===== src/rtl/core/wcb_pkg.sv =====
// Shared types and constants of the window crop and bin reduce block.
`timescale 1ns / 1ps
package wcb_pkg;

  // Fixed widths of the datapath.
  localparam int unsigned PW          = 17;  // position arithmetic, signed
  localparam int unsigned SUM_W       = 25;  // block sums
  localparam int unsigned DVD_W       = 26;  // divider dividend and quotient
  localparam int unsigned DVS_W       = 10;  // divider divisor (bin squared)
  localparam int unsigned CNT_W       = 5;   // divider step counter
  localparam int unsigned SHORT_STEPS = 16;  // steps for position divisions
  localparam int unsigned ROW_W       = 12;
  localparam logic [ROW_W-1:0] LAST_ROW = 12'd4095;

  // Pixel modes.
  localparam logic [1:0] MODE_BYTE   = 2'd0;
  localparam logic [1:0] MODE_SHORT  = 2'd1;
  localparam logic [1:0] MODE_USHORT = 2'd2;
  localparam logic [1:0] MODE_RGB    = 2'd3;

  // Register indexes of the configuration port.
  localparam logic [2:0] REG_PIXEL_MODE = 3'd0;
  localparam logic [2:0] REG_BIN_FACTOR = 3'd1;
  localparam logic [2:0] REG_KEEP_BYTE  = 3'd2;
  localparam logic [2:0] REG_LINE_WIDTH = 3'd3;
  localparam logic [2:0] REG_WIN_X_FIRST = 3'd4;
  localparam logic [2:0] REG_WIN_X_LAST  = 3'd5;
  localparam logic [2:0] REG_WIN_Y_FIRST = 3'd6;
  localparam logic [2:0] REG_WIN_Y_LAST  = 3'd7;

  // Result status codes.
  localparam logic STATUS_PIXEL = 1'b0;
  localparam logic STATUS_ERROR = 1'b1;

  typedef struct packed {
    logic [1:0]  pixel_mode;
    logic [4:0]  bin_factor;
    logic        keep_byte;
    logic [12:0] line_width;
    logic [11:0] win_x_first;
    logic [11:0] win_x_last;
    logic [11:0] win_y_first;
    logic [11:0] win_y_last;
  } cfg_t;

  typedef enum logic [3:0] {
    OP_NONE,
    OP_CAPTURE,
    OP_DIV,
    OP_ACCUM,
    OP_MEM_RD,
    OP_MEM_WR,
    OP_EMIT_PIX,
    OP_EMIT_ERR,
    OP_ADVANCE
  } dp_op_e;

  typedef enum logic [2:0] {
    DS_NX,
    DS_NY,
    DS_QX,
    DS_QY,
    DS_AVG
  } div_sel_e;

  typedef enum logic [4:0] {
    ST_IDLE,
    ST_NX,
    ST_NX_W,
    ST_NY,
    ST_NY_W,
    ST_CHECK,
    ST_QX,
    ST_QX_W,
    ST_QY,
    ST_QY_W,
    ST_INSIDE,
    ST_RD,
    ST_WR,
    ST_AVG,
    ST_AVG_W,
    ST_EMIT,
    ST_ERR,
    ST_ADV
  } ctrl_state_e;

  typedef struct packed {
    dp_op_e     op;
    div_sel_e   dsel;
    logic [1:0] ch;
  } cmd_t;

  typedef struct packed {
    logic div_busy;
    logic div_done;
    logic err_cond;
    logic err_reported;
    logic cand;
    logic in_win;
    logic col_end;
    logic row_end;
    logic avg_path;
    logic rgb;
    logic out_free;
  } sts_t;

endpackage


===== src/rtl/core/wcb_ctrl.sv =====
// Controller: sequences one pixel word through geometry, binning and result steps.
`timescale 1ns / 1ps
module wcb_ctrl (
  input  logic          clk_i,
  input  logic          rst_ni,
  input  logic          in_valid_i,
  input  wcb_pkg::sts_t sts_i,
  output wcb_pkg::cmd_t cmd_o,
  output logic          in_ready_o
);

  wcb_pkg::ctrl_state_e state_q, state_d;
  logic [1:0]           ch_q, ch_d;

  // State and channel registers.
  always_ff @(posedge clk_i or negedge rst_ni) begin
    if (!rst_ni) begin
      state_q <= wcb_pkg::ST_IDLE;
      ch_q    <= '0;
    end else begin
      state_q <= state_d;
      ch_q    <= ch_d;
    end
  end

  // Next state and commands.
  always_comb begin
    state_d    = state_q;
    ch_d       = ch_q;
    cmd_o.op   = wcb_pkg::OP_NONE;
    cmd_o.dsel = wcb_pkg::DS_NX;
    cmd_o.ch   = ch_q;
    in_ready_o = 1'b0;
    unique case (state_q)
      wcb_pkg::ST_IDLE: begin
        in_ready_o = 1'b1;
        if (in_valid_i) begin
          cmd_o.op = wcb_pkg::OP_CAPTURE;
          state_d  = wcb_pkg::ST_NX;
        end
      end
      wcb_pkg::ST_NX: begin
        cmd_o.op = wcb_pkg::OP_DIV;
        state_d  = wcb_pkg::ST_NX_W;
      end
      wcb_pkg::ST_NX_W: if (sts_i.div_done) state_d = wcb_pkg::ST_NY;
      wcb_pkg::ST_NY: begin
        cmd_o.op   = wcb_pkg::OP_DIV;
        cmd_o.dsel = wcb_pkg::DS_NY;
        state_d    = wcb_pkg::ST_NY_W;
      end
      wcb_pkg::ST_NY_W: if (sts_i.div_done) state_d = wcb_pkg::ST_CHECK;
      wcb_pkg::ST_CHECK: begin
        if (sts_i.err_cond) begin
          state_d = sts_i.err_reported ? wcb_pkg::ST_ADV : wcb_pkg::ST_ERR;
        end else begin
          state_d = sts_i.cand ? wcb_pkg::ST_QX : wcb_pkg::ST_ADV;
        end
      end
      wcb_pkg::ST_QX: begin
        cmd_o.op   = wcb_pkg::OP_DIV;
        cmd_o.dsel = wcb_pkg::DS_QX;
        state_d    = wcb_pkg::ST_QX_W;
      end
      wcb_pkg::ST_QX_W: if (sts_i.div_done) state_d = wcb_pkg::ST_QY;
      wcb_pkg::ST_QY: begin
        cmd_o.op   = wcb_pkg::OP_DIV;
        cmd_o.dsel = wcb_pkg::DS_QY;
        state_d    = wcb_pkg::ST_QY_W;
      end
      wcb_pkg::ST_QY_W: if (sts_i.div_done) state_d = wcb_pkg::ST_INSIDE;
      wcb_pkg::ST_INSIDE: begin
        if (sts_i.in_win) begin
          cmd_o.op = wcb_pkg::OP_ACCUM;
          ch_d     = '0;
          state_d  = sts_i.col_end ? wcb_pkg::ST_RD : wcb_pkg::ST_ADV;
        end else begin
          state_d = wcb_pkg::ST_ADV;
        end
      end
      wcb_pkg::ST_RD: begin
        cmd_o.op = wcb_pkg::OP_MEM_RD;
        state_d  = wcb_pkg::ST_WR;
      end
      wcb_pkg::ST_WR: begin
        cmd_o.op = wcb_pkg::OP_MEM_WR;
        if (ch_q == 2'd2) begin
          ch_d = '0;
          if (!sts_i.row_end) begin
            state_d = wcb_pkg::ST_ADV;
          end else begin
            state_d = sts_i.avg_path ? wcb_pkg::ST_AVG : wcb_pkg::ST_EMIT;
          end
        end else begin
          ch_d    = ch_q + 2'd1;
          state_d = wcb_pkg::ST_RD;
        end
      end
      wcb_pkg::ST_AVG: begin
        cmd_o.op   = wcb_pkg::OP_DIV;
        cmd_o.dsel = wcb_pkg::DS_AVG;
        state_d    = wcb_pkg::ST_AVG_W;
      end
      wcb_pkg::ST_AVG_W: begin
        if (sts_i.div_done) begin
          if (ch_q == 2'd2 || !sts_i.rgb) begin
            state_d = wcb_pkg::ST_EMIT;
          end else begin
            ch_d    = ch_q + 2'd1;
            state_d = wcb_pkg::ST_AVG;
          end
        end
      end
      wcb_pkg::ST_EMIT: begin
        if (sts_i.out_free) begin
          cmd_o.op = wcb_pkg::OP_EMIT_PIX;
          state_d  = wcb_pkg::ST_ADV;
        end
      end
      wcb_pkg::ST_ERR: begin
        if (sts_i.out_free) begin
          cmd_o.op = wcb_pkg::OP_EMIT_ERR;
          state_d  = wcb_pkg::ST_ADV;
        end
      end
      wcb_pkg::ST_ADV: begin
        cmd_o.op = wcb_pkg::OP_ADVANCE;
        state_d  = wcb_pkg::ST_IDLE;
      end
      default: state_d = wcb_pkg::ST_IDLE;
    endcase
  end

endmodule


===== config.mk =====
export PLATFORM = sky130hd
export DESIGN_NAME = wcb_ctrl
export DESIGN_NICKNAME = d
export VERILOG_FILES = /design/src/rtl/core/wcb_pkg.sv /design/src/rtl/core/wcb_ctrl.sv
export SDC_FILE = /design/constraint.sdc
export NUM_CORES = 1
export LEC_CHECK = 0
export BUFFER_PORTS_ARGS = -buffer_cell sky130_fd_sc_hd__buf_2
export CAP_MARGIN = 15
export CORE_MARGIN = 2
export CORE_UTILIZATION = 47
export DETAILED_ROUTE_END_ITERATION = 7
export GPL_ROUTABILITY_DRIVEN = 0
export PLACE_DENSITY = 0.75
export RECOVER_POWER = 100
export SLEW_MARGIN = 40
export SYNTH_ARGS = -nofsm -noshare
export SYNTH_HDL_FRONTEND = slang
export SYNTH_SLANG_ARGS = --single-unit

===== constraint.sdc =====
create_clock -name clk_i -period 1.85 [get_ports clk_i]
set_input_delay 0.185 -clock clk_i [delete_from_list [all_inputs] [get_ports clk_i]]
set_output_delay 0.185 -clock clk_i [all_outputs]
set_load 0.01 [all_outputs]

==> results.md, run 1 <==
- Share of cells above drive strength 1: 0.558
- CTS tree: yes
- RSZ-0062 raised after global routing: true
- Final hold viol count: 0
- Post-synthesis sequential area ratio: 0.190
- Commonest non-fill, non-tap cell in the layout: buf_4
- R2r setup slk: -0.15 ns
- Vias per std cell: 6.45
- DR iter-0 viols: 67
- Largest area contributor in the netlist: dfrtp_1
- Mapped Nets: 137
- Via count of the first global-routing pass: 1141
- # setup viols final: 8
- Worst ir drop on vdd: 1070 uV
- Final Util: 0.819
- Post-layout nets: 199
- Site Rows: 16
- Htree depth: 1
- Worst Tran Pin Value: 0.540 ns
- Die Ht: 48.3 um
- Die area: 0.00234 mm^2
- Largest net degree at the start of global routing: 12
- Cell Area, Synth: 923 um^2
- Commonest cells after routing, fill and taps aside: buf_4 (37), buf_2 (19), nand2_1 (9)
- Final Worst Setup Slack: -0.159 ns
- RR Startpoint: state_q[0]$_DFFE_PN0P_
- Clock sinks: 7
- Asr flop ratio synth: 1.00
- Failing checks: negative setup slack
- Startpoint types: flip-flop
- Syn_area_per_cell: 7.69 um^2
- WS Path Type: reg -> out
- Worst Skew: 0.00425 ns
- First-pass GRT wire length: 5.20 mm
- # IOs: 24
- Run status: finished, violations left
- Max Cap Viol: 0
- Hold Path Class: in -> reg
- Synth warnings: 0
- Max Fclk: 0.498 GHz
- Synthesized instance count: 120
- Non-Filler Instances: 208
- Post-synth EDFFs: 0
- Grt total ovfl: 0
- Leakage: 0.714 nW
- CTS max path bufs: 2
- Period Utilization, post-route: 1.09
- DRC viols: 0
- PwrDens: 2010 mW/mm^2
- TritonRoute pass-1 iters: 4
- Core footprint: 0.00190 mm^2
- Vias: 1341
- Netlist cell types: 54
- Placed insts: 187
- Crit-path max FO: 7
- Initial core utilization: 0.486
- IO buf count: 22
- Most used DFF post-synth: dfrtp_1
- FF-to-FF End: state_q[1]$_DFFE_PN0P_
- Relative max-transition margin: 0.631
- Hold depth: 2
- Synth Register Bits: 7
- Initial antenna violation count: 0
- Critical Path End Type: output port
- Top cell type's share of synthesized area: 0.190
- Worst R2R Path Depth: 5
- Worst-skew pair later-pin latency: 0.26 ns
- Die width: 48.3 um
- CTS buffer count: 3
- Total wire length: 4.40 mm
- Antenna Violating Nets Remaining: 0
- Worst Hold Launch: sts_i[0]
- ANT cells: 0
- Area Growth Syn to Fin: 68.7%
- Area contributors post-synth: dfrtp_1 (19%), mux2_4 (4.9%), nand2_1 (4.9%)
- Worst Hold End: state_q[4]$_DFFE_PN0P_
- Avg WL per Cell: 21.1 um
- Tmin final: 2.01 ns
- Total GRT Usage: 0.286
- Critical Path RT: 1.66 ns
- Fin. max-slew vios: 0
- Clock-pin slew on the worst setup and hold paths: 0.05 ns
- CP arrival: 1.82 ns
- Root buf cell: clkbuf_4
- Hpwl dp: 2.15 mm
## how the worst max path moves through the flow
stage / from / end / slack [ns] / cells after the start
3_3_place_gp: state_q[2]$_DFFE_PN0P_ / state_q[2]$_DFFE_PN0P_ / -0.05 / 5
6_report: state_q[1]$_DFFE_PN0P_ / cmd_o[6] / -0.16 / 8
3_5_place_dp: state_q[0]$_DFFE_PN0P_ / state_q[0]$_DFFE_PN0P_ / -0.12 / 5
4_1_cts: state_q[0]$_DFFE_PN0P_ / state_q[1]$_DFFE_PN0P_ / -0.005 / 5
5_1_grt: state_q[3]$_DFFE_PN0P_ / state_q[1]$_DFFE_PN0P_ / -0.20 / 6
2_1_floorplan: state_q[0]$_DFFE_PN0P_ / state_q[0]$_DFFE_PN0P_ / 0.06 / 6
## flip-flops by register name, indices dropped and copies added, names as in the netlist
name     count
state_q      5
ch_q         2
## synthesized netlist by cell type, drive strengths merged, types with 2 or more instances
cell type  instances
a2111oi            2
o211ai             2
o21ai              5
o22ai              2
nor3               4
and3               2
or4                2
a21oi              8
nor3b              2
nand2             13
nand2b             2
mux2i              2
a221oi             2
ha                 3
nand3              3
dfrtp              7
nor2               8
nor2b              6
mux2               4
a211oi             2
inv                4
buf               10
nor4               3
a22oi              2
## layout make-up
class	count	area, um^2
tap	27	33.8
inverter	4	15.0
fill	107	344
multi-input combinational	98	813
sequential	7	181
timing repair buffer	68	488
clock buffer	4	26.3
## what timing repair did
action | CTS | global route
endpoints found under the hold margin | 7 | 0
pin swaps | 5 | 14
hold buffers | 1 | 0
setup endpoints to repair | 8 | 13
cloned | 0 | 0
gates resized for setup | 23 | 23
setup buffers | 6 | 11
## cells by family after synthesis
logic type               Yosys count  synth area share
XOR/XNOR                           1           0.00949
adder cells (fa/ha/maj)            3            0.0407
AO/OA/AOI/OAI                     34             0.266
flip-flops                         7             0.190
multiplexers                       6            0.0827
buffers and inverters             15            0.0840
AND/OR/NAND/NOR                   54             0.328
## power by group
group | internal, mW | switching (mW)
Sequential | 0.241 | 0.163
Clock | 0.0828 | 0.0635
Combinational | 1.29 | 1.29
## per-layer routing
layer | vias to the layer above | share of wire | GRT usage
li1 | 574 | - | -
met1 | 630 | 0.35 | 0.358
met2 | 93 | 0.48 | 0.502
met3 | 44 | 0.085 | 0.0370
met4 | 0 | 0.083 | 0.105
met5 | - | 0 | 0
## through the flow
step / setup WS, ns / power [mW] / TNS [ns] / area (um^2) / hold slack (ns)
2_1_floorplan: 0.0555 / 1.43 / 0 / 923 / -0.111
3_3_place_gp: -0.0518 / 2.02 / -0.181 / 1220 / 0.0178
3_5_place_dp: -0.123 / 2.09 / -0.414 / 1220 / 0.0206
4_1_cts: -0.00545 / 2.49 / -0.0144 / 1370 / 0.235
5_1_grt: -0.196 / 3.24 / -1.23 / 1560 / 0.283
6_report: -0.159 / 3.13 / -0.716 / 1560 / 0.260
## worst max-delay path, cell delays in order (launching register included)
cell and delay [ns]:
dfrtp_2 0.47, buf_6 0.17, nor4_4 0.26, buf_4 0.19, nand2_4 0.07, o31ai_4 0.07, nand2_1 0.07, o21ai_1 0.09
buf_2 0.17
Power figures use the tool's default switching activity.
==> inputs of run 2 (changes only) <==
- CORE_UTILIZATION: 47 -> 49
- CTS_BUF_LIST: unset -> sky130_fd_sc_hd__clkbuf_2 sky130_fd_sc_hd__clkbuf_4 sky130_fd_sc_hd__clkbuf_8
- PLACE_DENSITY: 0.75 -> 0.78
- REMOVE_ABC_BUFFERS: unset -> 1
==> results.md, run 2 (synthesized netlist as in run 1, its figures left out) <==
- CTS tree: yes
- Failing checks: negative setup slack
- Largest Register: state_q
- Share of cells above drive strength 1: 0.563 (+0.00521)
- Total GRT Usage: 0.327 (+0.0409)
- Max Fclk: 0.513 GHz (+3.0%)
- Avg WL per Cell: 18.5 um (-13%)
- Root buf cell: clkbuf_4
- Crit-path max FO: 9 (+2)
- Relative max-transition margin: 0.691 (+0.0603)
- Clock-pin slew on the worst setup and hold paths: 0.05 ns (about the same)
- Post-layout nets: 192 (-3.5%)
- ANT cells: 0 (unchanged)
- Max Cap Viol: 0 (unchanged)
- Die width: 47.4 um (-1.9%)
- CP arrival: 2.06 ns (+0.24 ns)
- Worst ir drop on vdd: 1250 uV (+16%)
- R2r setup slk: -0.10 ns (+0.05 ns)
- RSZ-0062 raised after global routing: true
- Die area: 0.00225 mm^2 (-3.8%)
- Fin. max-slew vios: 0 (unchanged)
- Area Growth Syn to Fin: 61.7%
- Worst Hold Launch: sts_i[0]
- Critical Path RT: 1.96 ns (+0.30 ns)
- Most Used Layer, Global Route: met2
- Fill count: 101 (-5.6%)
- Tmin final: 1.95 ns (-0.0584 ns)
- Multi-input combinational cell area: 820 um^2 (+0.77%)
- DR iter-0 viols: 45 (-33%)
- WS Path Type: reg -> reg
- DRC viols: 0 (unchanged)
- Seq. cell area: 180 um^2 (-0.69%)
- Cell breakdown of the critical path: buf_6 > or4b_4 > nand2_2 > a221oi_2 > o21ai_1 > o21ai_2
- Site Rows: 15 (-1)
- Commonest non-fill, non-tap cell in the layout: buf_4
- Period Utilization, post-route: 1.05 (-0.0316)
- Hold Path Class: in -> reg
- Met2 Resource Use GR: 0.562 (+0.0598)
- Worst Hold End: state_q[4]$_DFFE_PN0P_
- Final hold viol count: 0 (unchanged)
- Hold slack: 0.259 ns (-0.000736 ns)
- RR Startpoint: state_q[0]$_DFFE_PN0P_
- Hpwl dp: 2.22 mm (+3.4%)
- Grt met1 use: 0.389 (+0.0313)
- Critical path's slowest cell: or4b_4
- Non-Filler Instances: 199 (-4.3%)
- FF-to-FF End: state_q[3]$_DFFE_PN0P_
- Core footprint: 0.00175 mm^2 (-8.2%)
- Hold depth: 2 (unchanged)
- Worst Tran Pin Value: 0.462 ns (-0.0775 ns)
- Total wire length: 3.68 mm (-16%)
- # setup viols final: 6 (-2)
- Worst R2R Path Depth: 6 (+1)
- Clock sinks: 7 (unchanged)
- Worst path max stage delay: 0.54 ns (+0.07 ns)
- Final Util: 0.855 (+0.0361)
- Initial antenna violation count: 0 (unchanged)
- Placed insts: 182 (-2.7%)
- Leakage: 0.663 nW (-7.1%)
- Commonest cells after routing, fill and taps aside: buf_4 (34), buf_2 (19), nand2_1 (9)
- Critical Path End Type: flip-flop
- CTS max path bufs: 2 (unchanged)
- Initial core utilization: 0.529 (+0.0435)
- IO buf count: 22 (unchanged)
- Startpoint types: flip-flop
- Pre-CTS setup slack: -0.120 ns (+0.00319 ns)
- Largest net degree at the start of global routing: 14 (+2)
- PwrDens: 1890 mW/mm^2 (-6.0%)
- Htree depth: 1 (unchanged)
- Worst-skew pair later-pin latency: 0.25 ns (about the same)
- Vias: 1251 (-6.7%)
- First-pass GRT wire length: 5.18 mm (-0.40%)
- # IOs: 24 (unchanged)
- Grt total ovfl: 0 (unchanged)
- Final TNS setup: -0.256 ns (+0.460 ns)
- Via count of the first global-routing pass: 1120 (-1.8%)
- Met3 Usage GRT: 0.0566 (+0.0196)
- Vias per std cell: 6.29 (-2.5%)
- TritonRoute pass-1 iters: 4 (unchanged)
- Run status: finished, violations left
- Die Ht: 47.4 um (-1.9%)
- Max reg flops: 5 (unchanged)
- CTS buffer count: 3 (unchanged)
- Worst Skew: 0.000969 ns (-0.00328 ns)
- Final Worst Setup Slack: -0.101 ns (+0.0584 ns)
- Top Registers: state_q (5), ch_q (2)
- Antenna Violating Nets Remaining: 0 (unchanged)
==> run 2: cell count changes in the layout (fill, tap and decap cells not counted), sizes merged <==
cell | previous run | this run
buf | 64 | 57
==> run 2: cell type report <==
cell class	count	area share
multi-input combinational	98	0.549
timing repair buffer	61	0.279
sequential	7	0.121
tap	25	0.0210
clock buffer	4	0.0201
inverter	4	0.0101
==> run 2: how the worst max path moves through the flow <==
stage                                 startpoint                     end  slack [ns]  depth (start not counted)
final                     state_q[0]$_DFFE_PN0P_  state_q[3]$_DFFE_PN0P_       -0.10                          6
after global routing      state_q[1]$_DFFE_PN0P_                cmd_o[6]       -0.11                          7
after CTS                 state_q[3]$_DFFE_PN0P_                cmd_o[5]       0.002                          6
after detailed placement  state_q[3]$_DFFE_PN0P_  state_q[2]$_DFFE_PN0P_       -0.12                          6
after global placement    state_q[0]$_DFFE_PN0P_  state_q[0]$_DFFE_PN0P_       -0.06                          5
after floorplan           state_q[0]$_DFFE_PN0P_  state_q[1]$_DFFE_PN0P_       -0.20                          5
==> run 2: what timing repair did <==
action	4_1_cts	5_1_grt
endpoints found under the hold margin	7	0
pin swaps	4	6
hold buffers	1	0
setup endpoints to repair	7	10
buffers inserted	6	6
gates resized for setup	20	24
==> run 2: critical path, delay by kind of cell (launching register included) <==
family / cells / cell delay, ns
AOI/OAI and AO/OA: 3 / 0.51
buffers and inverters: 1 / 0.17
DFF: 1 / 0.47
and+or+nand+nor: 2 / 0.66
==> run 2: through the flow <==
stage | total power [mW] | cell area (um^2)
global route | 2.98 | 1490
global placement | 1.96 | 1200
floorplan | 1.30 | 861
finish | 2.82 | 1490
detailed placement | 2.03 | 1200
CTS | 2.44 | 1350
==> run 2: where the power goes <==
part	switching [mW]	total [mW]	internal, mW
registers	0.155	0.394	0.240
clock network	0.0542	0.151	0.0968
logic	1.12	2.27	1.15
total	1.33	2.82	1.48
==> run 2: metal layers <==
layer	share of wire	up-vias
met4	0.034	0
met2	0.49	87
met5	0	-
li1	-	557
met1	0.38	597
met3	0.093	10
